[config.mk]
export PLATFORM = sky130hd
export DESIGN_NAME = cigar_alignment_walker_unit
export DESIGN_NICKNAME = d
export VERILOG_FILES = /design/src/rtl/core/cawu_pkg.sv /design/src/rtl/core/cigar_alignment_walker_unit.sv /design/src/rtl/core/cawu_step.sv
export SDC_FILE = /design/constraint.sdc
export NUM_CORES = 1
export LEC_CHECK = 0
export BUFFER_PORTS_ARGS = -buffer_cell sky130_fd_sc_hd__buf_2
export CAP_MARGIN = 5
export CORE_MARGIN = 2
export CORE_UTILIZATION = 25
export DETAILED_ROUTE_END_ITERATION = 6
export RECOVER_POWER = 25
export SLEW_MARGIN = 10
export SYNTH_ARGS = -nofsm -noshare
export SYNTH_HDL_FRONTEND = slang
export SYNTH_SLANG_ARGS = --single-unit
[constraint.sdc]
create_clock -name aclk -period 6.3 [get_ports aclk]
set_input_delay 0.315 -clock aclk [delete_from_list [all_inputs] [get_ports aclk]]
set_output_delay 0.315 -clock aclk [all_outputs]
set_load 0.02 [all_outputs]
[src/rtl/core/cawu_pkg.sv]
// ----------------------------------------------------------------------------
// CIGAR walker package
// Shared widths, payload word types, operation codes and saturating helpers
// for the CIGAR alignment walker.
// ----------------------------------------------------------------------------
package cawu_pkg;

    // Internal widths of the run length, the read-side counters and the reference cursor.
    localparam int LEN_BITS  = 20;
    localparam int READ_BITS = 16;
    localparam int REF_BITS  = 32;

    // Fixed widths of the result word fields.
    localparam int OP_LEN_W  = 20;
    localparam int OFFSET_W  = 16;
    localparam int TOTAL_W   = 16;

    // Intermediate widths: run length times ten plus a digit, and sums.
    localparam int RUN_MUL_W = LEN_BITS + 4;
    localparam int RSUM_W    = ((LEN_BITS > READ_BITS) ? LEN_BITS : READ_BITS) + 1;
    localparam int REFSUM_W  = REF_BITS + 1;

    localparam logic [LEN_BITS-1:0]  LEN_MAX  = '1;
    localparam logic [READ_BITS-1:0] READ_MAX = '1;
    localparam logic [REF_BITS-1:0]  REF_MAX  = '1;

    // ASCII codes of the recognized characters.
    localparam logic [7:0] CH_ZERO = 8'h30;
    localparam logic [7:0] CH_NINE = 8'h39;
    localparam logic [7:0] CH_M    = 8'h4D;
    localparam logic [7:0] CH_I    = 8'h49;
    localparam logic [7:0] CH_D    = 8'h44;
    localparam logic [7:0] CH_S    = 8'h53;
    localparam logic [7:0] CH_H    = 8'h48;

    typedef enum logic [2:0] {
        OP_MATCH = 3'd0,
        OP_INS   = 3'd1,
        OP_DEL   = 3'd2,
        OP_SOFT  = 3'd3,
        OP_HARD  = 3'd4,
        OP_OTHER = 3'd5
    } cawu_op_t;

    typedef struct packed {
        logic [7:0]  cigar_char;
        logic        new_read;
        logic [31:0] read_ref_start;
    } cawu_in_t;

    typedef struct packed {
        logic [2:0]          op_code;
        logic [OP_LEN_W-1:0] op_length;
        logic [31:0]         seg_ref_start;
        logic [OFFSET_W-1:0] seg_read_offset;
        logic [TOTAL_W-1:0]  matched_total;
    } cawu_out_t;

    // Walker state carried from one character to the next.
    typedef struct packed {
        logic [LEN_BITS-1:0]  run_number;
        logic [REF_BITS-1:0]  ref_cursor;
        logic [READ_BITS-1:0] read_cursor;
        logic [READ_BITS-1:0] match_sum;
    } cawu_state_t;

    // Read-side counter plus a run length, clamped at the counter maximum.
    function automatic logic [READ_BITS-1:0] sat_read(
        input logic [READ_BITS-1:0] a,
        input logic [LEN_BITS-1:0]  b
    );
        logic [RSUM_W-1:0] s;
        s = RSUM_W'(a) + RSUM_W'(b);
        if (s > RSUM_W'(READ_MAX)) begin
            return READ_MAX;
        end
        return s[READ_BITS-1:0];
    endfunction

    // Reference cursor plus a run length, clamped at the top of the range.
    function automatic logic [REF_BITS-1:0] sat_ref(
        input logic [REF_BITS-1:0] a,
        input logic [LEN_BITS-1:0] b
    );
        logic [REFSUM_W-1:0] s;
        s = REFSUM_W'(a) + REFSUM_W'(b);
        if (s > REFSUM_W'(REF_MAX)) begin
            return REF_MAX;
        end
        return s[REF_BITS-1:0];
    endfunction

endpackage

[src/rtl/core/cigar_alignment_walker_unit.sv]
// ----------------------------------------------------------------------------
// CIGAR alignment walker
// Walks a CIGAR string one character per word and emits one segment word
// per non-digit character, with its length, reference start and read offset.
// ----------------------------------------------------------------------------
//  Channel | Ports                     | Word
//  --------+---------------------------+-----------------------------------
//  input   | s_valid, s_ready, s_data  | cigar_char, new_read, read_ref_start
//  result  | m_valid, m_ready, m_data  | op_code, op_length, seg_ref_start,
//          |                           | seg_read_offset, matched_total
//
// One character is taken every cycle unless an operation character is held up;
// a character is registered in the input register, its result word in the result register.
// The walker state updates in the same cycle the character leaves the input
// register, so each character sees the state left by the one before it.
// A digit never waits on the result side; an operation character waits only
// while the result register holds a word that has not been taken.
// Reset (aresetn low, synchronous) clears both valid flags and the state.
// ----------------------------------------------------------------------------
module cigar_alignment_walker_unit (
    input  logic                aclk,
    input  logic                aresetn,
    input  logic                s_valid,
    output logic                s_ready,
    input  cawu_pkg::cawu_in_t  s_data,
    output logic                m_valid,
    input  logic                m_ready,
    output cawu_pkg::cawu_out_t m_data
);
    import cawu_pkg::*;

    cawu_in_t    in_reg;
    logic        in_valid_reg;
    cawu_state_t state_reg;
    cawu_state_t state_next;
    cawu_out_t   out_reg;
    logic        m_valid_reg;
    logic        m_valid_next;
    cawu_out_t   res_word;
    logic        res_valid;
    logic        advance;

    cawu_step u_step (
        .in_word   (in_reg),
        .state_cur (state_reg),
        .state_new (state_next),
        .res_word  (res_word),
        .res_valid (res_valid)
    );

    // The held word moves on when it is a digit or the result slot is free.
    assign advance = in_valid_reg && (!res_valid || !m_valid_reg || m_ready);
    assign s_ready = !in_valid_reg || advance;

    always_comb begin
        m_valid_next = m_valid_reg && !m_ready;
        if (advance && res_valid) begin
            m_valid_next = 1'b1;
        end
    end

    // Input register.
    always_ff @(posedge aclk) begin
        if (!aresetn) begin
            in_valid_reg <= 1'b0;
        end else if (s_ready) begin
            in_valid_reg <= s_valid;
        end
        if (s_valid && s_ready) begin
            in_reg <= s_data;
        end
    end

    // Walker state.
    always_ff @(posedge aclk) begin
        if (!aresetn) begin
            state_reg <= '0;
        end else if (advance) begin
            state_reg <= state_next;
        end
    end

    // Result register.
    always_ff @(posedge aclk) begin
        if (!aresetn) begin
            m_valid_reg <= 1'b0;
        end else begin
            m_valid_reg <= m_valid_next;
        end
        if (advance && res_valid) begin
            out_reg <= res_word;
        end
    end

    assign m_valid = m_valid_reg;
    assign m_data  = out_reg;

    // An operation character that moves on always leaves a result word.
    a_op_gives_result: assert property (@(posedge aclk) disable iff (!aresetn)
        advance && res_valid |=> m_valid_reg)
        else $error("operation character produced no result word");

    // A digit moving on never creates a result word by itself.
    a_digit_no_result: assert property (@(posedge aclk) disable iff (!aresetn)
        advance && !res_valid && (!m_valid_reg || m_ready) |=> !m_valid_reg)
        else $error("digit produced a result word");

    // The first digit of a new read leaves a single-digit run length.
    a_new_read_run: assert property (@(posedge aclk) disable iff (!aresetn)
        advance && in_reg.new_read && !res_valid |=> state_reg.run_number < LEN_BITS'(10))
        else $error("run length not restarted on new read");

    // Within a read the read cursor never moves backward.
    a_read_cursor_mono: assert property (@(posedge aclk) disable iff (!aresetn)
        advance && !in_reg.new_read
            |=> state_reg.read_cursor >= $past(state_reg.read_cursor))
        else $error("read cursor moved backward");

endmodule

[src/rtl/core/cawu_step.sv]
// ----------------------------------------------------------------------------
// CIGAR walker step
// Combinational update for one character: builds the decimal run length,
// or closes the run and forms the segment word while moving the cursors.
// ----------------------------------------------------------------------------
module cawu_step (
    input  cawu_pkg::cawu_in_t    in_word,
    input  cawu_pkg::cawu_state_t state_cur,
    output cawu_pkg::cawu_state_t state_new,
    output cawu_pkg::cawu_out_t   res_word,
    output logic                  res_valid
);
    import cawu_pkg::*;

    cawu_state_t              base;
    logic                     is_digit;
    logic [RUN_MUL_W-1:0]     run_mul;
    logic [LEN_BITS-1:0]      run_digit;
    cawu_op_t                 op;

    // A new read clears the counters and loads the reference start first.
    always_comb begin
        base = state_cur;
        if (in_word.new_read) begin
            base.run_number  = '0;
            base.ref_cursor  = in_word.read_ref_start;
            base.read_cursor = '0;
            base.match_sum   = '0;
        end
    end

    // Decimal accumulation: run * 10 + digit as two shifts and two adds, clamped at LEN_MAX.
    always_comb begin
        is_digit = (in_word.cigar_char inside {[CH_ZERO:CH_NINE]});
        run_mul  = (RUN_MUL_W'(base.run_number) << 3) + (RUN_MUL_W'(base.run_number) << 1)
                 + RUN_MUL_W'(in_word.cigar_char[3:0]);
        if (run_mul > RUN_MUL_W'(LEN_MAX)) begin
            run_digit = LEN_MAX;
        end else begin
            run_digit = run_mul[LEN_BITS-1:0];
        end
    end

    // Operation decode and cursor moves.
    always_comb begin
        state_new = base;
        op        = OP_OTHER;
        if (is_digit) begin
            state_new.run_number = run_digit;
        end else begin
            state_new.run_number = '0;
            case (in_word.cigar_char)
                CH_M: begin
                    op = OP_MATCH;
                    state_new.ref_cursor  = sat_ref(base.ref_cursor, base.run_number);
                    state_new.read_cursor = sat_read(base.read_cursor, base.run_number);
                    state_new.match_sum   = sat_read(base.match_sum, base.run_number);
                end
                CH_I: begin
                    op = OP_INS;
                    state_new.read_cursor = sat_read(base.read_cursor, base.run_number);
                end
                CH_D: begin
                    op = OP_DEL;
                    state_new.ref_cursor = sat_ref(base.ref_cursor, base.run_number);
                end
                CH_S: begin
                    op = OP_SOFT;
                    state_new.read_cursor = sat_read(base.read_cursor, base.run_number);
                end
                CH_H: begin
                    op = OP_HARD;
                end
                default: begin
                    op = OP_OTHER;
                end
            endcase
        end
    end

    // Segment word: positions before the move, total after it.
    always_comb begin
        res_valid                = !is_digit;
        res_word.op_code         = op;
        res_word.op_length       = OP_LEN_W'(base.run_number);
        res_word.seg_ref_start   = base.ref_cursor;
        res_word.seg_read_offset = OFFSET_W'(base.read_cursor);
        res_word.matched_total   = TOTAL_W'(state_new.match_sum);
    end

endmodule

* Word level (Yosys, flattened, before mapping)
Cells that the tools add are included.
Storage, ports and cells: register bits 214, output and inout port bits 89, bits of input ports 45, word-level logic and storage cells 75
Operators by class: eq/ne operators 5, muxes and demuxes 33, add/subtract/negate cells 5, order comparisons 6, reductions and logical operators 12
Operators with widths (number):
- 2-to-1 mux 16 bit | 7
- 2-to-1 mux 32 bit | 3
- 2-to-1 mux 84 bit | 1
- 2-to-1 mux 64 bit | 1
- case mux 32 bit (2 select lines) | 1
- case mux 16 bit (3 select lines) | 1
- adder 16 x 20 -> 21 bit | 2
- > comparator 21 x 16 -> 1 bit (second input constant) | 2
- == test 8 x 7 -> 1 bit (second input constant) | 5
- 2-to-1 mux 20 bit | 2
- adder 32 x 20 -> 33 bit | 1
- > comparator 33 x 32 -> 1 bit (second input constant) | 1
- adder 23 x 21 -> 24 bit | 1
- adder 24 x 4 -> 24 bit | 1
- > comparator 24 x 20 -> 1 bit (second input constant) | 1
- 2-to-1 mux 1 bit | 16
- case mux 3 bit (5 select lines) | 1
- greater-or-equal comparator 8 x 6 -> 1 bit (second input constant) | 1
- less-or-equal comparator 8 x 6 -> 1 bit (second input constant) | 1
- logical AND 1 bit | 5
- logical NOT 1 bit | 4
- logical OR 1 bit | 3

* Depth between registers and ports, before layout
Gate-level depths: netlist of the first run.
word-level depth 9, depth in mapped cells 19, mapped depth without buffers 14

* Hierarchy
A second synthesis of the first run with hierarchy kept.
Unflattened totals: cells, all modules 1423, area, all modules 13558.0 sq um
By module, submodules not included:
- cigar_alignment_walker_unit | area each 7277.0 sq um, instances 1, seq. area each 5565.3 sq um, cells each 503
- cawu_step | area each 6281.0 sq um, instances 1, seq. area each 0.0 sq um, cells each 920

* Worst setup path after synthesis of the first run
No wires, ideal clock.
path kind flip-flop to flip-flop, from register in_reg[35] in the netlist's numbering, to register out_reg (netlist bit m_data[0]), enable pin, required time 5.766 ns, slack 0.675 ns, setup time 0.534 ns, stages on the path, launching flop included 7, arrival 5.091 ns, period minus slack after synthesis 5.625 ns, buffers on the path 2, path through edfxtp_1 o21ai_0 nand4_1 a21bo_2 clkbuf_1 clkbuf_1 nor2_1
On the way: cells in the longest elaborated chain, start to end 6, elaborated cells between the ends (all ways) 8, those cells by class order compare (2); reduce/logical (6)
Ends and longest elaborated chain:
- start, declared | line cigar_alignment_walker_unit.sv:32 | cawu_in_t in_reg;
- start signal, assigned | line cigar_alignment_walker_unit.sv:70 | in_reg <= s_data;
- greater-or-equal comparator 8 x 6 -> 1 bit or less-or-equal comparator 8 x 6 -> 1 bit (tied branches) | line cawu_step.sv:34 | is_digit = (in_word.cigar_char inside {[CH_ZERO:CH_NINE]});
- logical AND 1 bit * | line cawu_step.sv:34
- logical OR 1 bit (2 in series) | line cigar_alignment_walker_unit.sv:52 | assign advance = in_valid_reg && (!res_valid || !m_valid_reg || m_ready);
- logical AND 1 bit | line cigar_alignment_walker_unit.sv:52
- logical AND 1 bit * | line cigar_alignment_walker_unit.sv:90 | if (advance && res_valid) begin
- end signal, assigned | line cigar_alignment_walker_unit.sv:91 | out_reg <= res_word;
- end, declared | line cigar_alignment_walker_unit.sv:36 | cawu_out_t out_reg;
Every way passes the cells marked *; elsewhere a longest branch is shown, timed or not. A chain may end at the register's enable or synchronous reset.

==> flow_metrics.tcl, run 1 <==
set metrics [dict create \
    intPower_mw 2.61 \
    skew_ps 14.7 \
    dieHeight_um 230 \
    clock_path_buffers 3 \
    dp_worst_setup_slack_ps 1330 \
    highest_layer "met4" \
    p_per_area_mw_per_mm2 220 \
    routedWlPerCell_um 18.6 \
    dr.first_iter.drc_count 646 \
    switching_share_pct 23.2 \
    synth_area_mm2 0.0127 \
    detail_route.vias_per_cell 4.99 \
    drv_slew 0 \
    htreeDepth 1 \
    drc_errors 0 \
    netlist.top_cell.by_area "edfxtp_1" \
    period_minus_slack_ps 4960 \
    cp_max_fo 104 \
    startpoint_type "flip-flop" \
    p_clk_share_pct 46.2 \
    min_path_type "in2reg" \
    gp_congestion 0.866 \
    wl_met3_mm 1.50 \
    maxCapViolCount 0 \
    hold_violations 0 \
    cts_tree "done" \
    synth_seq_cells 214 \
    synthTopCellsByArea "edfxtp_1, dfxtp_1, ha_1, nand2_1, nor2b_1" \
    critical-path-slowest-cell "nor2b_1" \
    clk_latency_ps 540 \
    cp.depth 11 \
    critical_path_class "reg2reg" \
    grt-ovfl-total 0 \
    diodes 0 \
    grt_max_degree 105 \
    numCtsBuffers 25 \
    largest_register_ffs 87 \
    slew-limit-headroom_pct 23.7 \
    status "complete, no violations" \
    grt_pass1_vias 10530 \
    finalNonFillerCells 2123 \
    path_cells "buf_12, nor2b_1, ha_1, and4_1, or4b_2, a311oi_1, o21bai_1, mux2_1, or4_4, o311ai_0, nand2_1" \
    root_buffer "clkbuf_16" \
    tns_ps 0 \
    reg2reg_slack_ps 1340 \
    yosys.cell_types.count 88 \
    arrival_ps 5370 \
    setup_ws_ps 1340 \
    dr_wl_met2_mm 18.8 \
    dp_hpwl_mm 28.6 \
    die_w_um 230 \
    wl_met1_mm 18.2 \
    core_area_mm2 0.0502 \
    io_pins 134 \
    dpl_cell_area_mm2 0.0141 \
    port_buffers 133 \
    layout-drive-gt1-share_pct 13.5 \
    timing.final.crit_share_pct 78.7 \
    combPwrFrac_pct 7.7 \
    ys_top_cells_by_count "edfxtp_1, nand2_1, dfxtp_1, nor2_1, ha_1" \
    dieArea_mm2 0.0527 \
    clkSinkCount 214 \
    grt_pass1_wl_mm 60.9 \
    p_sw_mw 0.788 \
    synth.most_common_cell "edfxtp_1" \
    worst-slew-pin-transition_ps 1140 \
    antenna_found_initial 0 \
    grt_usage_pct 14.5 \
    crit_path_max_incr_delay_ps 940 \
    start_util_pct 25.4 \
    fin_total_pwr_mw 3.39 \
    netlist.area_leader.share_pct 30.2 \
    firstDrtPassIters 5 \
    leakage_nw 6.15 \
    stdcell_area_mm2 0.0154 \
    syn_area_per_cell_um2 9.99 \
    report.final.setup_viol 0 \
    cp_num_buf_inv 1 \
    cp-end-kind "flip-flop" \
    async_flop_share_pct 0 \
    ant_nets 0 \
    area_growth_pct 21.1 \
    num_vias 10596 \
    path_clk_slew_ps 60 \
    ys_warn_count 0 \
    cp_top_family "simple AND/OR/NAND/NOR gates" \
    seq_power_share_pct 46.1 \
    synth_edf_count 128 \
    fin_nets 1566 \
    num_rows 82 \
    reg2regPathDepth 11 \
    syn-num-nets 1407 \
    crit_required_ps 6710 \
    syn_inst 1274 \
    hold-path-cell-count 4 \
    ir_drop_mv 0.187 \
    synth-seq-area-share_pct 43.7 \
    numPlacedInstances 2035 \
    max_freq_mhz 202 \
    ys_dominant_reg_cell "edfxtp_1" \
    rsz0062_at_grt "false" \
    wirelength_mm 39.4 \
]
[cells in the final DEF (no fill, tap or decap), types with 52 or more instances in the layout]
master / n
dfxtp_1: 86
o21ai_0: 60
nor2_1: 85
clkbuf_1: 52
a21oi_1: 67
buf_2: 83
ha_1: 84
nor2b_1: 55
edfxtp_1: 128
nand2_1: 113
[layout make-up]
cell class | count | area, um2
repair buffers | 196 | 1210
inverters | 36 | 135
clock buffers | 28 | 637
flip-flops and latches | 214 | 5570
fillers | 5169 | 34800
clock inverters | 17 | 246
well taps | 672 | 841
multi-input cells | 960 | 6770
[power by group through the flow]
stage | clock network (mW) | logic (mW) | registers (mW)
detailed placement | 0 | 0.246 | 1.60
global placement | 0 | 0.244 | 1.60
CTS | 1.62 | 0.267 | 1.57
finish | 1.57 | 0.261 | 1.56
floorplan | 0 | 0.122 | 1.62
global route | 1.66 | 0.284 | 1.57
[cell families (layout without fill, tap and decap cells)]
kind of cell               after synthesis  count (layout)  synth area share (%)
xor gates and xnor gates                61              61                  4.20
buffers and inverters                  100             277                  3.17
AOI/OAI and AO/OA                      365             365                  20.3
DFF                                    214             214                  43.7
adders and majority gates               92              92                  9.22
muxes                                   36              36                  3.13
and+or+nand+nor                        406             406                  16.2
[per-layer routing]
metal / GRT usage, % / vias to the layer above
met1: 19.1 / 5109
li1: - / 5148
met4: 4.10 / 0
met5: 0 / -
met3: 1.95 / 62
met2: 24.8 / 277
[tightest hold or removal path, stage by stage]
cell and delay (ps):
buf_2 80, nor2b_1 60, a21oi_1 120, nor2b_1 50
[metrics by stage]
step	hold slack, ps	utilization (%)
2_1_floorplan	414	-
3_3_place_gp	429	28.2
3_5_place_dp	433	28.2
4_1_cts	115	30.8
5_1_grt	167	30.7
6_report	140	30.7
[what timing repair did]
| action | 4_1_cts | 5_1_grt |
|---|---|---|
| endpoints found under the hold margin | 42 | 0 |
| buffers inserted | 0 | 0 |
| gates resized for setup | 0 | 0 |
| setup endpoints to repair | 0 | 0 |
| hold buffers | 42 | 0 |
[worst paths after layout]
kind            startpoint             to
max reg2reg     in_reg[32]  state_reg[20]
min                m_ready        m_valid
max             in_reg[32]  state_reg[20]
min reg2reg  state_reg[26]  state_reg[26]
Power figures use the tool's default switching activity.
==> run 2, diff against run 1 <==
- clock period: 6.3 -> 4.45 ns (I/O delays scaled with it)
==> flow_metrics.tcl, run 2 (synthesis gave the netlist of run 1 again) <==
set metrics [dict create \
    top_usage_layer "met2" \
    grt_pass1_vias 10664 \
    critical_path_class "reg2reg" \
    dp_hpwl_mm 28.9 \
    slew-limit-headroom_pct 20.4 \
    routedWlPerCell_um 18.4 \
    num_rows 82 \
    dieHeight_um 230 \
    whs_ps 53.6 \
    met2_usage_pct 25.0 \
    ant_nets 0 \
    dp_worst_setup_slack_ps 405 \
    drc_errors 0 \
    core_area_mm2 0.0502 \
    layout-drive-gt1-share_pct 16.2 \
    detail_route.vias_per_cell 5.02 \
    wirelength_mm 39.7 \
    fin_total_pwr_mw 4.90 \
    period_minus_slack_ps 4150 \
    diodes 0 \
    setup_ws_ps 296 \
    numCtsBuffers 26 \
    fin_nets 1604 \
    clk_latency_ps 550 \
    num_vias 10868 \
    clkSinkCount 214 \
    cp_max_fo 22 \
    skew_ps 19.4 \
    grt-ovfl-total 0 \
    dr.first_iter.drc_count 714 \
    start_util_pct 25.4 \
    htreeDepth 1 \
    post-route-util_pct 31.4 \
    p_per_area_mw_per_mm2 312 \
    nFillCells 5177 \
    path_clk_slew_ps 60 \
    clock_path_buffers 3 \
    gr-usage-met3_pct 2.39 \
    crit_required_ps 4740 \
    max_freq_mhz 241 \
    gp_congestion 0.913 \
    arrival_ps 4440 \
    io_pins 134 \
    report.final.setup_viol 0 \
    leakage_nw 6.36 \
    maxCapViolCount 0 \
    startpoint_type "flip-flop" \
    dieArea_mm2 0.0527 \
    worst-slew-pin-transition_ps 1180 \
    firstDrtPassIters 7 \
    die_w_um 230 \
    cts_tree "done" \
    root_buffer "clkbuf_16" \
    cts_setup_buffers 0 \
    port_buffers 133 \
    timing.final.crit_share_pct 93.4 \
    min_path_type "in2reg" \
    grt_pass1_wl_mm 61.6 \
    largest_register_ffs 87 \
    area_growth_pct 23.7 \
    hold_violations 0 \
    final_cell_mix "edfxtp_1, nand2_1, dfxtp_1" \
    cp-end-kind "flip-flop" \
    rsz0062_at_grt "false" \
    ir_drop_mv 0.265 \
    layout_commonest_cell "edfxtp_1" \
    antenna_found_initial 1 \
    drv_slew 0 \
    grt_max_degree 50 \
    status "complete, no violations" \
    grt_usage_pct 14.7 \
    grt_util_met1_pct 19.2 \
]
[run 2: changes by cell type in the layout (fill, tap and decap cells not counted), moves of 2 or more]
cell and delta:
buf_2 +2, bufinv_16 -2, clkbuf_8 +2, clkinvlp_4 -2, clkbuf_16 +2, inv_6 +3
buf_4 +32, clkinv_1 -2, clkinv_2 +2, clkinv_4 +3
[run 2: repair_timing]
action / CTS / global route
hold buffers: 42 / 0
endpoints found under the hold margin: 42 / 0
resized for setup: 0 / 0
[run 2: final timing paths]
check / startpoint / end / slack (ps) / cells after the start
worst max-delay path: in_reg[32] / m_data[14] / 300 / 12
worst min-delay path: m_ready / m_valid / 50 / 4
worst max register to register: in_reg[32] / m_data[14] / 300 / 12
worst min register to register: state_reg[26] / state_reg[26] / 440 / 2
[run 2: cell type report]
type	count	area (um2)	share of cell area (%)
Multi-Input combinational cell	960	6780	43.1
Sequential cell	214	5570	35.4
Timing Repair Buffer	233	1480	9.43
Tap cell	672	841	5.34
Clock buffer	29	703	4.47
Clock inverter	19	226	1.44
Inverter	36	135	0.859
[run 2: per-stage QoR]
stage	std cells	instance area, um2	setup TNS (ps)
after floorplan	1274	12700	-939
after global placement	2073	14500	0
after detailed placement	2073	14500	0
after CTS	2163	15800	0
after global routing	2163	15700	0
final	2163	15700	0
[run 2: power by group]
group          leakage (nW)  internal [mW]  switching [mW]
Combinational          3.99          0.139           0.245
Clock                 0.461           1.38           0.924
Sequential             1.91           2.18          0.0329
[run 2: critical path: stages (launching register included)]
cell      delay (ps)
edfxtp_1         530
buf_12           220
nor2b_1          160
clkbuf_1         430
ha_1             360
and3b_1          210
a221oi_1         340
o21bai_1         110
a31oi_1          260
a21oi_1          170
a21oi_2          620
nand4_1          240
a21boi_0         200
[run 2: layer usage]
layer  share of wire [%]  vias to the layer above
li1                    -                     5222
met1                  44                     5257
met2                  48                      329
met3                 5.4                       60
met4                 2.8                        0
met5                   0                        -
